### config.mk
export PLATFORM = sky130hd
export DESIGN_NAME = septet_packet_receiver_unit
export DESIGN_NICKNAME = d
export VERILOG_FILES = /design/src/spr_pkg.sv /design/src/septet_packet_receiver_unit.sv
export SDC_FILE = /design/constraint.sdc
export NUM_CORES = 1
export LEC_CHECK = 0
export BUFFER_PORTS_ARGS = -buffer_cell sky130_fd_sc_hd__buf_4
export CAP_MARGIN = 0
export CORE_MARGIN = 2
export CORE_UTILIZATION = 50
export CTS_CLUSTER_SIZE = 16
export DETAILED_ROUTE_END_ITERATION = 16
export GPL_TIMING_DRIVEN = 0
export PLACE_DENSITY_LB_ADDON = 0.15
export SLEW_MARGIN = 20
export SYNTH_ARGS = -nofsm -noshare
export SYNTH_HDL_FRONTEND = slang
export SYNTH_SLANG_ARGS = --single-unit
### constraint.sdc
create_clock -name clk -period 9.49 [get_ports clk]
set_input_delay 1.4235 -clock clk [delete_from_list [all_inputs] [get_ports clk]]
set_output_delay 1.4235 -clock clk [all_outputs]
set_load 0.02 [all_outputs]
### src/spr_pkg.sv
// Shared types and constants for the septet packet receiver.
`default_nettype none

package spr_pkg;

  typedef enum logic [1:0] {
    PH_HUNT   = 2'd0,
    PH_HEADER = 2'd1,
    PH_FRAME  = 2'd2
  } phase_t;

  typedef enum logic [1:0] {
    KIND_HEADER = 2'd0,
    KIND_FRAME  = 2'd1,
    KIND_ERROR  = 2'd2
  } kind_t;

  typedef enum logic [2:0] {
    ERR_NONE      = 3'd0,
    ERR_BIT7      = 3'd1,
    ERR_HDR_SUM   = 3'd2,
    ERR_FRAME_SUM = 3'd3,
    ERR_TIMEOUT   = 3'd4
  } err_t;

  // Configuration register indexes.
  localparam logic CFG_TIMEOUT = 1'b0;
  localparam logic CFG_ACCEPT  = 1'b1;

  localparam logic [19:0] TIMEOUT_RESET = 20'd20000;
  localparam logic [15:0] ACCEPT_RESET  = 16'h0100;
  localparam logic [19:0] TICK_MAX      = 20'hFFFFF;

  localparam logic [7:0] SYNC_BYTE    = 8'hAA;
  localparam logic [6:0] SUM_INIT     = 7'h7F;
  localparam logic [3:0] PROTO_V1     = 4'd1;
  localparam logic [3:0] HDR_LAST_POS = 4'd8;
  localparam logic [3:0] SEPTET_POS   = 4'd4;
  localparam logic [3:0] DATA_BYTES   = 4'd4;

  typedef struct packed {
    logic       mode;
    logic [7:0] rx_byte;
  } in_item_t;

  typedef struct packed {
    logic [1:0]  kind;
    logic        last;
    logic [2:0]  error_code;
    logic [15:0] dst_addr;
    logic [15:0] src_addr;
    logic [15:0] command;
    logic [6:0]  frame_count;
    logic [6:0]  frame_index;
    logic [31:0] payload;
  } out_item_t;

endpackage

`default_nettype wire

### src/septet_packet_receiver_unit.sv
// Top level of the septet packet receiver: sync hunt, header, frames, timeout.
`default_nettype none

// Channel   Direction  Handshake                 Payload
// in        sink       in_valid / in_stall       spr_pkg::in_item_t  (byte or tick)
// out       source     out_valid / out_stall     spr_pkg::out_item_t (header, frame, error)
// cfg       sink       cfg_valid / cfg_ready     cfg_index, cfg_data
//
// One item is taken per cycle unless in_stall is high; its result, if any, sits in the
// output register from the next cycle on. The whole per-item decode is one stage of
// logic between the state registers and the output register.
// in_stall is high only while the output register holds an item that is stalled.
// Synchronous reset returns the receiver to hunting and loads the register
// defaults; cfg_ready is always high.

module septet_packet_receiver_unit (
  input  wire logic               clk,
  input  wire logic               rst,
  input  wire logic               in_valid,
  output logic                    in_stall,
  input  wire spr_pkg::in_item_t  in_data,
  output logic                    out_valid,
  input  wire logic               out_stall,
  output spr_pkg::out_item_t      out_data,
  input  wire logic               cfg_valid,
  output logic                    cfg_ready,
  input  wire logic               cfg_index,
  input  wire logic [19:0]        cfg_data
);

  // Configuration.
  logic [19:0] timeout_ticks;
  logic [15:0] accept_command;

  // Receiver state.
  spr_pkg::phase_t phase, phase_next;
  logic [3:0]  byte_pos, byte_pos_next;
  logic [6:0]  frames_seen, frames_seen_next;
  logic [6:0]  frames_total, frames_total_next;
  logic [15:0] dst_reg, dst_reg_next;
  logic [15:0] src_reg, src_reg_next;
  logic [15:0] cmd_reg, cmd_reg_next;
  logic [3:0]  protocol_reg, protocol_reg_next;
  logic [6:0]  running_sum, running_sum_next;
  logic [31:0] data_shift, data_shift_next;
  logic [19:0] elapsed_ticks, elapsed_ticks_next;
  logic        timed_out, timed_out_next;

  logic                accept;
  logic                res_valid;
  spr_pkg::out_item_t  res_item;

  // Shared decode of the current item.
  logic [7:0]  b;
  logic        is_tick;
  logic        in_pkt;
  logic        is_sync;
  logic [6:0]  sum_new;
  logic        sum_ok;
  logic [19:0] tick_inc;
  logic        tick_fire;
  logic [6:0]  seen_inc;
  logic        hdr_end;
  logic        frm_end;

  assign cfg_ready = 1'b1;
  assign in_stall  = out_valid && out_stall;
  assign accept    = in_valid && !in_stall;

  assign b         = in_data.rx_byte;
  assign is_tick   = in_data.mode;
  assign in_pkt    = (phase == spr_pkg::PH_HEADER) || (phase == spr_pkg::PH_FRAME);
  assign is_sync   = (b == spr_pkg::SYNC_BYTE);
  assign sum_new   = running_sum - b[6:0];
  assign sum_ok    = (sum_new == 7'd0);
  assign tick_inc  = (elapsed_ticks == spr_pkg::TICK_MAX) ? elapsed_ticks
                                                           : elapsed_ticks + 20'd1;
  assign tick_fire = (tick_inc > timeout_ticks) && !timed_out;
  assign seen_inc  = frames_seen + 7'd1;
  assign hdr_end   = (phase == spr_pkg::PH_HEADER) && (byte_pos == spr_pkg::HDR_LAST_POS);
  assign frm_end   = (phase == spr_pkg::PH_FRAME) && (byte_pos > spr_pkg::SEPTET_POS);

  // Next-state logic.
  always_comb begin
    phase_next        = phase;
    byte_pos_next     = byte_pos;
    frames_seen_next  = frames_seen;
    frames_total_next = frames_total;
    dst_reg_next      = dst_reg;
    src_reg_next      = src_reg;
    cmd_reg_next      = cmd_reg;
    protocol_reg_next = protocol_reg;
    running_sum_next  = running_sum;
    data_shift_next   = data_shift;
    elapsed_ticks_next = elapsed_ticks;
    timed_out_next    = timed_out;

    if (is_tick) begin
      elapsed_ticks_next = tick_inc;
      if (tick_fire) begin
        timed_out_next = 1'b1;
        phase_next     = spr_pkg::PH_HUNT;
      end
    end else if (!in_pkt || b[7]) begin
      // Hunting, or a stray high bit that aborts the packet; a sync byte restarts.
      phase_next = spr_pkg::PH_HUNT;
      if (is_sync) begin
        phase_next        = spr_pkg::PH_HEADER;
        byte_pos_next     = 4'd0;
        running_sum_next  = spr_pkg::SUM_INIT;
        dst_reg_next      = 16'd0;
        src_reg_next      = 16'd0;
        cmd_reg_next      = 16'd0;
        protocol_reg_next = 4'd0;
        frames_total_next = 7'd0;
        frames_seen_next  = 7'd0;
        data_shift_next   = 32'd0;
      end
    end else begin
      running_sum_next = sum_new;
      if (phase == spr_pkg::PH_HEADER) begin
        if (!hdr_end) begin
          byte_pos_next = byte_pos + 4'd1;
          unique case (byte_pos)
            4'd0:    dst_reg_next      = {8'd0, b};
            4'd1:    dst_reg_next      = {b, dst_reg[7:0]};
            4'd2:    src_reg_next      = {8'd0, b};
            4'd3:    src_reg_next      = {b, src_reg[7:0]};
            4'd4:    protocol_reg_next = b[7:4];
            4'd5:    cmd_reg_next      = {8'd0, b};
            4'd6:    cmd_reg_next      = {b, cmd_reg[7:0]};
            4'd7:    frames_total_next = b[6:0];
            default: ;
          endcase
        end else if (protocol_reg != spr_pkg::PROTO_V1 || !sum_ok) begin
          phase_next = spr_pkg::PH_HUNT;
        end else if (cmd_reg != accept_command || frames_total == 7'd0) begin
          // Packet complete: either ignored command or a header with no frames.
          phase_next         = spr_pkg::PH_HUNT;
          elapsed_ticks_next = 20'd0;
          timed_out_next     = 1'b0;
        end else begin
          phase_next       = spr_pkg::PH_FRAME;
          byte_pos_next    = 4'd0;
          frames_seen_next = 7'd0;
          running_sum_next = spr_pkg::SUM_INIT;
          data_shift_next  = 32'd0;
        end
      end else begin
        if (byte_pos < spr_pkg::DATA_BYTES) begin
          data_shift_next[8*byte_pos[1:0] +: 8] = {1'b0, b[6:0]};
          byte_pos_next = byte_pos + 4'd1;
        end else if (byte_pos == spr_pkg::SEPTET_POS) begin
          // The septet byte carries the stripped bit 7 of each data byte.
          data_shift_next = data_shift | {b[3], 7'd0, b[2], 7'd0, b[1], 7'd0, b[0], 7'd0};
          byte_pos_next   = byte_pos + 4'd1;
        end else if (!sum_ok) begin
          phase_next = spr_pkg::PH_HUNT;
        end else begin
          frames_seen_next = seen_inc;
          if (seen_inc == frames_total) begin
            phase_next         = spr_pkg::PH_HUNT;
            elapsed_ticks_next = 20'd0;
            timed_out_next     = 1'b0;
          end else begin
            byte_pos_next    = 4'd0;
            running_sum_next = spr_pkg::SUM_INIT;
            data_shift_next  = 32'd0;
          end
        end
      end
    end
  end

  // Result logic.
  always_comb begin
    res_valid = 1'b0;
    res_item  = '0;
    if (is_tick) begin
      if (tick_fire) begin
        res_valid           = 1'b1;
        res_item.kind       = spr_pkg::KIND_ERROR;
        res_item.error_code = spr_pkg::ERR_TIMEOUT;
      end
    end else if (in_pkt) begin
      if (b[7]) begin
        res_valid           = 1'b1;
        res_item.kind       = spr_pkg::KIND_ERROR;
        res_item.error_code = spr_pkg::ERR_BIT7;
      end else if (hdr_end && protocol_reg == spr_pkg::PROTO_V1) begin
        if (!sum_ok) begin
          res_valid           = 1'b1;
          res_item.kind       = spr_pkg::KIND_ERROR;
          res_item.error_code = spr_pkg::ERR_HDR_SUM;
        end else if (cmd_reg == accept_command) begin
          res_valid            = 1'b1;
          res_item.kind        = spr_pkg::KIND_HEADER;
          res_item.last        = (frames_total == 7'd0);
          res_item.dst_addr    = dst_reg;
          res_item.src_addr    = src_reg;
          res_item.command     = cmd_reg;
          res_item.frame_count = frames_total;
        end
      end else if (frm_end) begin
        res_valid = 1'b1;
        if (!sum_ok) begin
          res_item.kind       = spr_pkg::KIND_ERROR;
          res_item.error_code = spr_pkg::ERR_FRAME_SUM;
        end else begin
          res_item.kind        = spr_pkg::KIND_FRAME;
          res_item.last        = (seen_inc == frames_total);
          res_item.dst_addr    = dst_reg;
          res_item.src_addr    = src_reg;
          res_item.command     = cmd_reg;
          res_item.frame_count = frames_total;
          res_item.frame_index = frames_seen;
          res_item.payload     = data_shift;
        end
      end
    end
  end

  // Configuration registers.
  always_ff @(posedge clk) begin
    if (rst) begin
      timeout_ticks  <= spr_pkg::TIMEOUT_RESET;
      accept_command <= spr_pkg::ACCEPT_RESET;
    end else if (cfg_valid && cfg_ready) begin
      unique case (cfg_index)
        spr_pkg::CFG_TIMEOUT: timeout_ticks  <= cfg_data;
        spr_pkg::CFG_ACCEPT:  accept_command <= cfg_data[15:0];
        default: ;
      endcase
    end
  end

  // State registers.
  always_ff @(posedge clk) begin
    if (rst) begin
      phase         <= spr_pkg::PH_HUNT;
      byte_pos      <= 4'd0;
      frames_seen   <= 7'd0;
      frames_total  <= 7'd0;
      dst_reg       <= 16'd0;
      src_reg       <= 16'd0;
      cmd_reg       <= 16'd0;
      protocol_reg  <= 4'd0;
      running_sum   <= spr_pkg::SUM_INIT;
      data_shift    <= 32'd0;
      elapsed_ticks <= 20'd0;
      timed_out     <= 1'b0;
    end else if (accept) begin
      phase         <= phase_next;
      byte_pos      <= byte_pos_next;
      frames_seen   <= frames_seen_next;
      frames_total  <= frames_total_next;
      dst_reg       <= dst_reg_next;
      src_reg       <= src_reg_next;
      cmd_reg       <= cmd_reg_next;
      protocol_reg  <= protocol_reg_next;
      running_sum   <= running_sum_next;
      data_shift    <= data_shift_next;
      elapsed_ticks <= elapsed_ticks_next;
      timed_out     <= timed_out_next;
    end
  end

  // Output register.
  always_ff @(posedge clk) begin
    if (rst) begin
      out_valid <= 1'b0;
    end else if (accept && res_valid) begin
      out_valid <= 1'b1;
    end else if (!out_stall) begin
      out_valid <= 1'b0;
    end
  end

  always_ff @(posedge clk) begin
    if (accept && res_valid) begin
      out_data <= res_item;
    end
  end

  // An error item carries nothing but its code.
  a_error_clean: assert property (@(posedge clk) disable iff (rst)
    out_valid && out_data.kind == spr_pkg::KIND_ERROR |->
      !out_data.last && out_data.payload == 32'd0 && out_data.error_code != spr_pkg::ERR_NONE)
    else $error("error item with stray fields");

  // Frame phase is only entered with frames still to come.
  a_frame_total: assert property (@(posedge clk) disable iff (rst)
    phase == spr_pkg::PH_FRAME |-> frames_total != 7'd0 && byte_pos <= 4'd5)
    else $error("frame phase without frames");

  // The header position never passes the checksum byte.
  a_hdr_pos: assert property (@(posedge clk) disable iff (rst)
    phase == spr_pkg::PH_HEADER |-> byte_pos <= spr_pkg::HDR_LAST_POS)
    else $error("header position overrun");

  // After a timeout item, the receiver is back to hunting.
  a_timeout_hunt: assert property (@(posedge clk) disable iff (rst)
    accept && is_tick && tick_fire |=> phase == spr_pkg::PH_HUNT && timed_out)
    else $error("timeout did not drop the packet");

endmodule

`default_nettype wire
; ---- Word level (Yosys, flattened, before mapping)
; Cells that the tools add are included.
; W data, S select, Z words.
[word_totals]
input_bits = 35
output_inout_bits = 103
elab_cells = 262
reg_bits = 269
[classes]
magnitude_cmp = 3
eq_ne = 42
n_reduce_logical = 50
add_sub_neg = 5
n_bitwise = 6
shift = 2
n_mux = 127
[op_table]
columns = cell, n
row1 = $mux W32, 10
row2 = $mux W20, 11
row3 = $mux W100, 2
row4 = $mux W94, 2
row5 = $mux W7, 23
row6 = $mux W16, 10
row7 = $mux W55, 2
row8 = $pmux W16 S2, 3
row9 = $mux W61, 1
row10 = $mux W4, 14
row11 = $mux W39, 1
row12 = $mux W2, 18
row13 = $reduce_and A6 Y1, 6
row14 = $neg A5 Y34, 1
row15 = $shift A8 B34 Y32 const A, 1
row16 = $shiftx A8 B34 Y32, 1
row17 = $bwmux W32, 1
row18 = $or A32 B32 Y32, 1
row19 = $reduce_and A7 Y1, 4
row20 = $mux W1, 26
row21 = $ne A3 B3 Y1 const B, 8
row22 = $add A20 B1 Y20 const B, 1
row23 = $eq A20 B20 Y1 const B, 1
row24 = $gt A20 B20 Y1, 1
row25 = other kinds (40), 86

; ---- Longest topological paths before layout
; Gate-level depths: netlist of run 1.
[depth]
word_depth = 9
mapped_depth = 18
mapped_depth_nobuf = 17

; ---- Worst setup path after synthesis of run 1
; OpenSTA, ideal clock, no wires.
[synth_path]
path_type = input-to-reg
start = input port in_data[2] in the netlist's numbering
end = register out_data[0] in the netlist's numbering, enable pin
t_required_ns = 8.931
setup_time_ns = 0.559
n_path_buf = 1
t_arrival_ns = 7.424
path_stages = 11
slack_ns = 1.507
path_cell_list = clkbuf_1 -> inv_1 -> ha_1 -> o21ai_0 -> a21oi_1 -> o311ai_1 -> a2111oi_4 -> a21oi_1 -> o31a_1 -> nor2_1 -> nor2_1
[synth_between]
elab_chain_cells = 8
[synth_lines]
columns = item, line_no
row1 = "start, declared", septet_packet_receiver_unit.sv:21  ; input wire spr_pkg::in_item_t in_data,
row2 = $sub A7 B7 Y7, septet_packet_receiver_unit.sv:74  ; assign sum_new = running_sum - b[6:0];
row3 = $logic_not A7 Y1, septet_packet_receiver_unit.sv:75  ; assign sum_ok = (sum_new == 7'd0);
row4 = $mux W1, septet_packet_receiver_unit.sv:191  ; if (!sum_ok) begin
row5 = $mux W1, septet_packet_receiver_unit.sv:190  ; end else if (hdr_end && protocol_reg == spr_pkg::PROTO_V1) begin
row6 = $mux W1, septet_packet_receiver_unit.sv:186  ; if (b[7]) begin
row7 = $mux W1, septet_packet_receiver_unit.sv:185  ; end else if (in_pkt) begin
row8 = $mux W1, septet_packet_receiver_unit.sv:179  ; if (is_tick) begin
row9 = $logic_and A1 B1 Y1, septet_packet_receiver_unit.sv:280  ; if (accept && res_valid) begin
row10 = "end signal, assigned", septet_packet_receiver_unit.sv:281  ; out_data <= res_item;
row11 = "end, declared", septet_packet_receiver_unit.sv:24  ; output spr_pkg::out_item_t out_data,
; No other way between the ends.
; A chain may end at the register's enable or synchronous reset.

; ---- Worst setup path in the final report of run 1
[layout_path]
start = register elapsed_ticks[0]
end = register out_data[42] in the netlist's numbering, enable pin
[layout_between]
elab_chain_cells = 7
elab_cells_between_ends = 8
classes_between = 1 x add/sub / 1 x order compare / 1 x eq/ne / 3 x mux / 2 x reduce/logical
[layout_lines]
columns = item, line_no
row1 = "start, declared", septet_packet_receiver_unit.sv:46  ; logic [19:0] elapsed_ticks, elapsed_ticks_next;
row2 = "start signal, assigned", septet_packet_receiver_unit.sv:263  ; elapsed_ticks <= elapsed_ticks_next;
row3 = $add A20 B1 Y20 or $eq A20 B20 Y1 (tied branches), "septet_packet_receiver_unit.sv:77, septet_packet_receiver_unit.sv:76"
row4 = $mux W20 (*), septet_packet_receiver_unit.sv:76  ; assign tick_inc = (elapsed_ticks == spr_pkg::TICK_MAX) ? elapsed_ticks
row5 = $gt A20 B20 Y1 (*), septet_packet_receiver_unit.sv:78  ; assign tick_fire = (tick_inc > timeout_ticks) && !timed_out;
row6 = $logic_and A1 B1 Y1 (*), septet_packet_receiver_unit.sv:78
row7 = $mux W1 (*), septet_packet_receiver_unit.sv:180  ; if (tick_fire) begin
row8 = $mux W1 (*), septet_packet_receiver_unit.sv:179
row9 = $logic_and A1 B1 Y1 (*), septet_packet_receiver_unit.sv:280
; Every way passes the cells marked *; elsewhere a longest branch is shown, timed or not.

==> flow_summary_export.csv, run 1 <==
group,metric,value,unit
cells_and_area,fill_cells,2120,
cells_and_area,multi_input_area,5540,um2
sta,rsz0062_at_grt,"no",
yosys,synth_seq_area_share,0.517,
setup_path,path_buf_inv,3,
drt,first_pass_iters,6,
setup_path,cp.arrival,5.26,ns
clocking,root_buffer,"clkbuf_16",
cells_and_area,reg_top3,"out_data (100), data_shift (32)",
yosys,async_flop_share,0,
cells_and_area,layout_commonest_cell,"dfxtp_1",
run_status,status,"finished clean",
run,maxCapViolations,0,
floorplanning,ios,138,
sta,period_share,0.529,
setup_path,cpLargestDelayFamily,"simple AND/OR/NAND/NOR gates",
floorplanning,fp.dieH,161,um
clocking,post-cts-setup-buffer-count,0,
floorplanning,die_x,161,um
yosys,synth.cell_area,12300,um2
placed_design,place.gp.congestion,0.916,
drt,drt_drc_violations_left,0,
clocking,max-clock-path-buffers,3,
yosys,synth_top_area_frac,0.274,
placed_design,io_buffers,132,
global_routing,grt_pass1_vias,9210,
setup_path,cp_max_fo,31,
yosys,synth_ff_type,"dfxtp_1",
pwr,powerDensity,167,nW/um2
sta,tightestPinTransition,1.03,ns
yosys,ys_ff_latch,269,
hold_path,min_path_type,"flop to flop",
sta,skew,0.0133,ns
floorplanning,core-area,24200,um2
sta,relSlewSlack,0.308,
yosys,yosysWarningCount,0,
yosys,yosysTopAreaCell,"dfxtp_1",
clocking,cts_tree,"yes",
cells_and_area,area_delta_synth_final,20.2,%
sta,hold_viol_final,0,
cells_and_area,nets,1530,
setup_path,cp_slowest_cell,"a31oi_1",
placed_design,dpl.hpwl,23100,um
cells_and_area,drive_gt1_frac,0.143,
yosys,ys_types,73,
pwr,ir_drop,0.000108,V
drt,routed_via_density,5.50,
yosys,avgSynthCellArea,9.54,um2
clocking,clk_pin_slew,0.06,ns
drt,num_vias,9935,
sta,fmax,199,MHz
setup_path,critPathRequiredTime,9.73,ns
floorplanning,initial_core_util,0.509,
global_routing,antenna_found_initial,0,
setup_path,crit_top_cell,"nand3_1",
cells_and_area,fin_area,14800,um2
pwr,power.total,2.48,mW
yosys,synth_top_cells_by_area,"dfxtp_1 (27%), edfxtp_1 (24%), and2_1 (5.2%)",
global_routing,grt_start_max_net_pins,32,
cells_and_area,largest_register_ffs,100,
clocking,clk_latency,0.55,ns
drt,drt_wl_total,31400,um
cells_and_area,top_register,"out_data",
clocking,cts_inserted_buffers,28,
setup_path,slowest_delay,0.57,ns
setup_path,cp_cell_sequence,"ha_1 > nand3_1 > nor3_1 > nand3_1 > and3b_1 > and3_1 > clkbuf_1 > nand3_1 > xnor2_1 > ha_1 > and3_1 > nand3_1 > a211oi_1 > a221oi_1 > a31oi_1 > nor2_1 > nor2_4 > buf_12 > buf_12",
setup_path,end_kind,"flop",
clocking,cts_resized,0,
global_routing,grt_use_total,0.237,
global_routing,grt_pass1_wl,49300,um
setup_path,startpoint_type,"flop",
clocking,cts.sinks,269,
yosys,synth_fp_nets,1364,
global_routing,grt_remaining_overflow,0,
placed_design,placed_cell_area,13800,um2
yosys,synth_edf_count,100,
sta,setup_violations,0,
sta,drv_slew,0,
cells_and_area,regArea,6390,um2
sta,min_period,5.02,ns
cells_and_area,diodes,0,
drt,drt-initial-drc-count,674,
clocking,hold_buffers,0,
drt,wl_per_cell,17.4,um
floorplanning,dieArea,26000,um2
cells_and_area,final_cell_mix,"dfxtp_1 (169), nand2_1 (163), buf_4 (137)",
setup_path,path_class,"flop to flop",
pwr,p_leak,5.66,nW
drt,drtAntennaViolNets,0,
clocking,htree_num_levels,1,
yosys,syn-instance-count,1294,
sta,holdWs,0.451,ns
floorplanning,rows,57,
==> worst paths after layout <==
| path | from | end | slack, ns | cells after the start |
|---|---|---|---|---|
| worst max register to register | elapsed_ticks[0]$_SDFFE_PP0P_ | out_data[42]$_SDFFCE_PP0P_ | 4.47 | 19 |
| worst min register to register | dst_reg[6]$_SDFFE_PP0P_ | dst_reg[6]$_SDFFE_PP0P_ | 0.45 | 2 |
| worst max-delay path | elapsed_ticks[0]$_SDFFE_PP0P_ | out_data[42]$_SDFFCE_PP0P_ | 4.47 | 19 |
| worst min-delay path | dst_reg[6]$_SDFFE_PP0P_ | dst_reg[6]$_SDFFE_PP0P_ | 0.45 | 2 |
==> logic make-up after synthesis <==
family          after synthesis  share of synthesized area
xor+xnor                     46                     0.0326
mux                          28                     0.0229
compound gates              236                      0.124
other cells                   1                   0.000304
flops                       269                      0.517
fa+ha+maj                    35                     0.0361
buf+inv                     109                     0.0352
simple gates                570                      0.232
==> final cells by class <==
type / instances / area share
clock buffer: 38 / 0.0511
timing repair buffer: 136 / 0.0726
inverter: 40 / 0.0101
clock inverter: 14 / 0.0164
multi-input combinational: 916 / 0.373
tap: 324 / 0.0273
sequential: 269 / 0.430
buffer: 69 / 0.0191
==> routing by layer <==
layer	vias up	GRT usage	wire, um	share of wire
li1	4902	-	-	-
met1	4676	0.328	14000	0.45
met2	300	0.396	14800	0.47
met3	57	0.0270	1740	0.055
met4	0	0.0653	819	0.026
met5	-	0	0	0
==> synth_stat cells (3+ instances only) <==
cell type / count
nor3_1: 27
mux2i_1: 26
nor4_1: 8
edfxtp_1: 100
a21oi_1: 103
a22o_1: 8
o21ai_0: 39
or3_1: 7
xnor2_1: 17
a221oi_1: 3
nand3b_1: 3
o21ai_1: 4
a21o_1: 5
or4_1: 4
nor2b_1: 7
ha_1: 34
o211ai_1: 8
o21a_1: 6
clkbuf_1: 55
nand4_1: 23
buf_4: 5
buf_1: 4
inv_1: 39
o31ai_1: 7
nand4b_1: 5
buf_2: 4
a41o_1: 15
nand2_1: 163
a211oi_1: 8
a31oi_1: 5
and2_1: 103
o41ai_1: 3
a211o_1: 3
nor2_1: 127
dfxtp_1: 169
and3_1: 16
xor2_1: 29
nand2b_1: 7
nor3b_1: 19
nand3_1: 33
or2_2: 3
==> per-stage QoR <==
stage / setup WS, ns / util / setup TNS, ns / cells
after global routing: 4.02 / 0.612 / 0 / 1806
after detailed placement: 4.37 / 0.571 / 0 / 1754
final: 4.47 / 0.612 / 0 / 1806
after global placement: -0.901 / 0.567 / -89.18 / 1750
after floorplan: 1.51 / - / 0 / 1294
after CTS: 4.47 / 0.612 / 0 / 1806
==> power breakdown <==
| group | switching [mW] | total (mW) | leakage, nW | internal [mW] |
|---|---|---|---|---|
| Clock | 0.458 | 1.18 | 0.471 | 0.725 |
| Combinational | 0.0634 | 0.0959 | 3.01 | 0.0325 |
| Sequential | 0.00499 | 1.20 | 2.18 | 1.20 |
==> worst register-to-register path: stages (launching register included) <==
cell	delay (ns)
dfxtp_1	0.45
ha_1	0.29
nand3_1	0.10
nor3_1	0.44
nand3_1	0.21
and3b_1	0.27
and3_1	0.19
clkbuf_1	0.15
nand3_1	0.14
xnor2_1	0.09
ha_1	0.30
and3_1	0.19
nand3_1	0.09
a211oi_1	0.25
a221oi_1	0.13
a31oi_1	0.57
nor2_1	0.17
nor2_4	0.21
buf_12	0.22
buf_12	0.23
Power figures use the tool's default switching activity.
==> run 2, diff against run 1 <==
--- a/config.mk
+++ b/config.mk
@@ -5,6 +5,7 @@
 export SDC_FILE = /design/constraint.sdc
 export NUM_CORES = 1
 export LEC_CHECK = 0
+export ABC_AREA = 1
 export BUFFER_PORTS_ARGS = -buffer_cell sky130_fd_sc_hd__buf_4
 export CAP_MARGIN = 0
 export CORE_MARGIN = 2
==> constraint.sdc (replaced) <==
create_clock -name clk -period 4.95 [get_ports clk]
set_input_delay 0.7425 -clock clk [delete_from_list [all_inputs] [get_ports clk]]
set_output_delay 0.7425 -clock clk [all_outputs]
set_load 0.02 [all_outputs]
==> flow_summary_export.csv, run 2 <==
group,metric,value,unit
run_status,status,"finished clean",
drt,routed_via_density,5.28,
cells_and_area,nets,1864,
setup_path,end_kind,"flop",
placed_design,place_inst,2099,
global_routing,grt_pass1_wl,56200,um
setup_path,critPathRequiredTime,5.18,ns
global_routing,antenna_found_initial,0,
clocking,cts_resized,0,
sta,skew,0.0230,ns
clocking,post-cts-setup-buffer-count,0,
cells_and_area,top_register,"out_data",
cells_and_area,final_cell_count_no_fill,2151,
yosys,ys_types,51,
drt,num_vias,11359,
floorplanning,die_x,166,um
clocking,max-clock-path-buffers,3,
cells_and_area,reg_top3,"out_data (100), data_shift (32)",
yosys,ys_ff_latch,269,
setup_path,path_class,"flop to flop",
cells_and_area,fin_area,15600,um2
drt,first_pass_iters,5,
cells_and_area,regArea,6390,um2
sta,relSlewSlack,0.201,
clocking,hold_buffers,0,
pwr,p_leak,6.14,nW
global_routing,grt_use_total,0.249,
clocking,clk_pin_slew,0.06,ns
setup_path,crit_top_cell,"nand2_1",
yosys,yosysWarningCount,0,
yosys,synth_seq_area_share,0.486,
sta,period_share,0.883,
yosys,avgSynthCellArea,8.06,um2
floorplanning,initial_core_util,0.507,
setup_path,cp_max_fo,59,
drt,drt_drc_violations_left,0,
clocking,cts.sinks,269,
setup_path,cp_cell_sequence,"nand2_1 > nor3_1 > nand4_1 > clkbuf_1 > nand2_1 > ha_1 > nand2_1 > nor2_1 > nand2_1 > nor3b_1 > nand2_1 > nand3_1 > nand3_1 > nand2_1 > inv_1 > nand2_1 > nand2_1 > inv_6 > buf_16",
sta,min_period,4.37,ns
cells_and_area,drive_gt1_frac,0.149,
run,maxCapViolations,0,
clocking,clk_latency,0.56,ns
cells_and_area,diodes,0,
sta,fmax,229,MHz
placed_design,io_buffers,134,
setup_path,cp.arrival,4.60,ns
clocking,cts_tree,"yes",
drt,drt_wl_total,35200,um
cells_and_area,final_cell_mix,"nand2_1 (276), nor2_1 (227), inv_1 (202)",
global_routing,grt_pass1_vias,10784,
clocking,htree_num_levels,1,
yosys,yosysMostFrequentCell,"nand2_1",
yosys,synth_top_cells_by_area,"dfxtp_1 (26%), edfxtp_1 (23%), nand2_1 (7.9%)",
setup_path,cp_slowest_cell,"nor3_1",
drt,drtAntennaViolNets,0,
clocking,root_buffer,"clkbuf_16",
sta,hold_viol_final,0,
yosys,yosysTopAreaCell,"dfxtp_1",
floorplanning,rows,59,
yosys,synth_top_area_frac,0.258,
placed_design,placed_cell_area,14600,um2
placed_design,dpl.hpwl,26400,um
yosys,synth_edf_count,100,
yosys,synth.cell_area,13100,um2
sta,drv_slew,0,
setup_path,slowest_delay,0.43,ns
cells_and_area,layout_commonest_cell,"nand2_1",
drt,wl_per_cell,16.4,um
drt,drt-initial-drc-count,891,
clocking,cts_inserted_buffers,28,
floorplanning,fp.dieH,166,um
global_routing,grt_remaining_overflow,0,
cells_and_area,fill_cells,2418,
yosys,synth_fp_nets,1699,
sta,setup_violations,0,
sta,rsz0062_at_grt,"no",
yosys,syn-instance-count,1629,
hold_path,min_path_type,"input port to flop",
floorplanning,dieArea,27600,um2
cells_and_area,area_delta_synth_final,18.8,%
cells_and_area,multi_input_area,5590,um2
cells_and_area,largest_register_ffs,100,
setup_path,startpoint_type,"flop",
yosys,synthTopCellsByCount,"nand2_1 (276), nor2_1 (227), inv_1 (203)",
pwr,power.total,5.31,mW
yosys,synth_ff_type,"dfxtp_1",
sta,tightestPinTransition,1.19,ns
floorplanning,core-area,25900,um2
global_routing,grt_start_max_net_pins,60,
pwr,powerDensity,341,nW/um2
placed_design,place.gp.congestion,0.920,
pwr,ir_drop,0.000255,V
yosys,async_flop_share,0,
floorplanning,ios,138,
run 2: cell families (layout without fill, tap and decap cells):
family | Yosys count | count (layout) | synth area share
buffers and inverters | 284 | 471 | 0.0881
AOI/OAI and AO/OA | 263 | 263 | 0.114
other | 1 | 1 | 0.000286
xor gates and xnor gates | 33 | 33 | 0.0220
DFF | 269 | 269 | 0.486
adders and majority gates | 35 | 35 | 0.0339
and+or+nand+nor | 744 | 744 | 0.255
run 2: per-layer routing:
layer  up-vias  global-route usage  part of all wire
li1       5694                   -                 -
met1      5267               0.345              0.45
met2       335               0.411              0.46
met3        63              0.0350             0.058
met4         0              0.0711             0.026
met5         -                   0                 0
run 2: layout make-up:
type	instances	share of cell area
Timing Repair Buffer	135	0.0663
Buffer	75	0.0238
Tap cell	335	0.0269
Multi-Input combinational cell	1076	0.358
Clock inverter	16	0.0143
Sequential cell	269	0.410
Inverter	209	0.0508
Clock buffer	36	0.0501
run 2: path summary, 6_finish.rpt:
| kind | from | endpoint | slack, ns | depth (start not counted) |
|---|---|---|---|---|
| max | elapsed_ticks[16]$_SDFFE_PP0P_ | out_data[89]$_SDFFCE_PP0P_ | 0.58 | 19 |
| max reg2reg | elapsed_ticks[16]$_SDFFE_PP0P_ | out_data[89]$_SDFFCE_PP0P_ | 0.58 | 19 |
| min | cfg_data[8] | accept_command[8]$_SDFFE_PP1P_ | 0.41 | 3 |
| min reg2reg | dst_reg[15]$_SDFFE_PP0P_ | dst_reg[15]$_SDFFE_PP0P_ | 0.44 | 2 |
run 2: worst max-delay path: cells and delay by family, from the launching register on:
kind          cells  cell delay, ns
fa+ha+maj         1            0.16
flops             1            0.38
simple gates     14            2.41
buf+inv           4            1.04
run 2: power breakdown:
| part | total (mW) | switching (mW) | internal, mW |
|---|---|---|---|
| logic | 0.615 | 0.412 | 0.202 |
| registers | 2.43 | 0.0447 | 2.39 |
| clock network | 2.26 | 0.888 | 1.38 |
| total | 5.31 | 1.34 | 3.97 |
run 2: metrics by stage:
step           hold slack [ns]  setup WS [ns]  setup TNS (ns)   util
6_report                 0.405          0.579               0  0.602
5_1_grt                  0.411          0.179               0  0.602
4_1_cts                  0.395          0.597               0  0.602
3_5_place_dp             0.436          0.577               0  0.563
3_3_place_gp             0.433          -1.42         -140.70  0.562
2_1_floorplan            0.413         0.0269               0      -
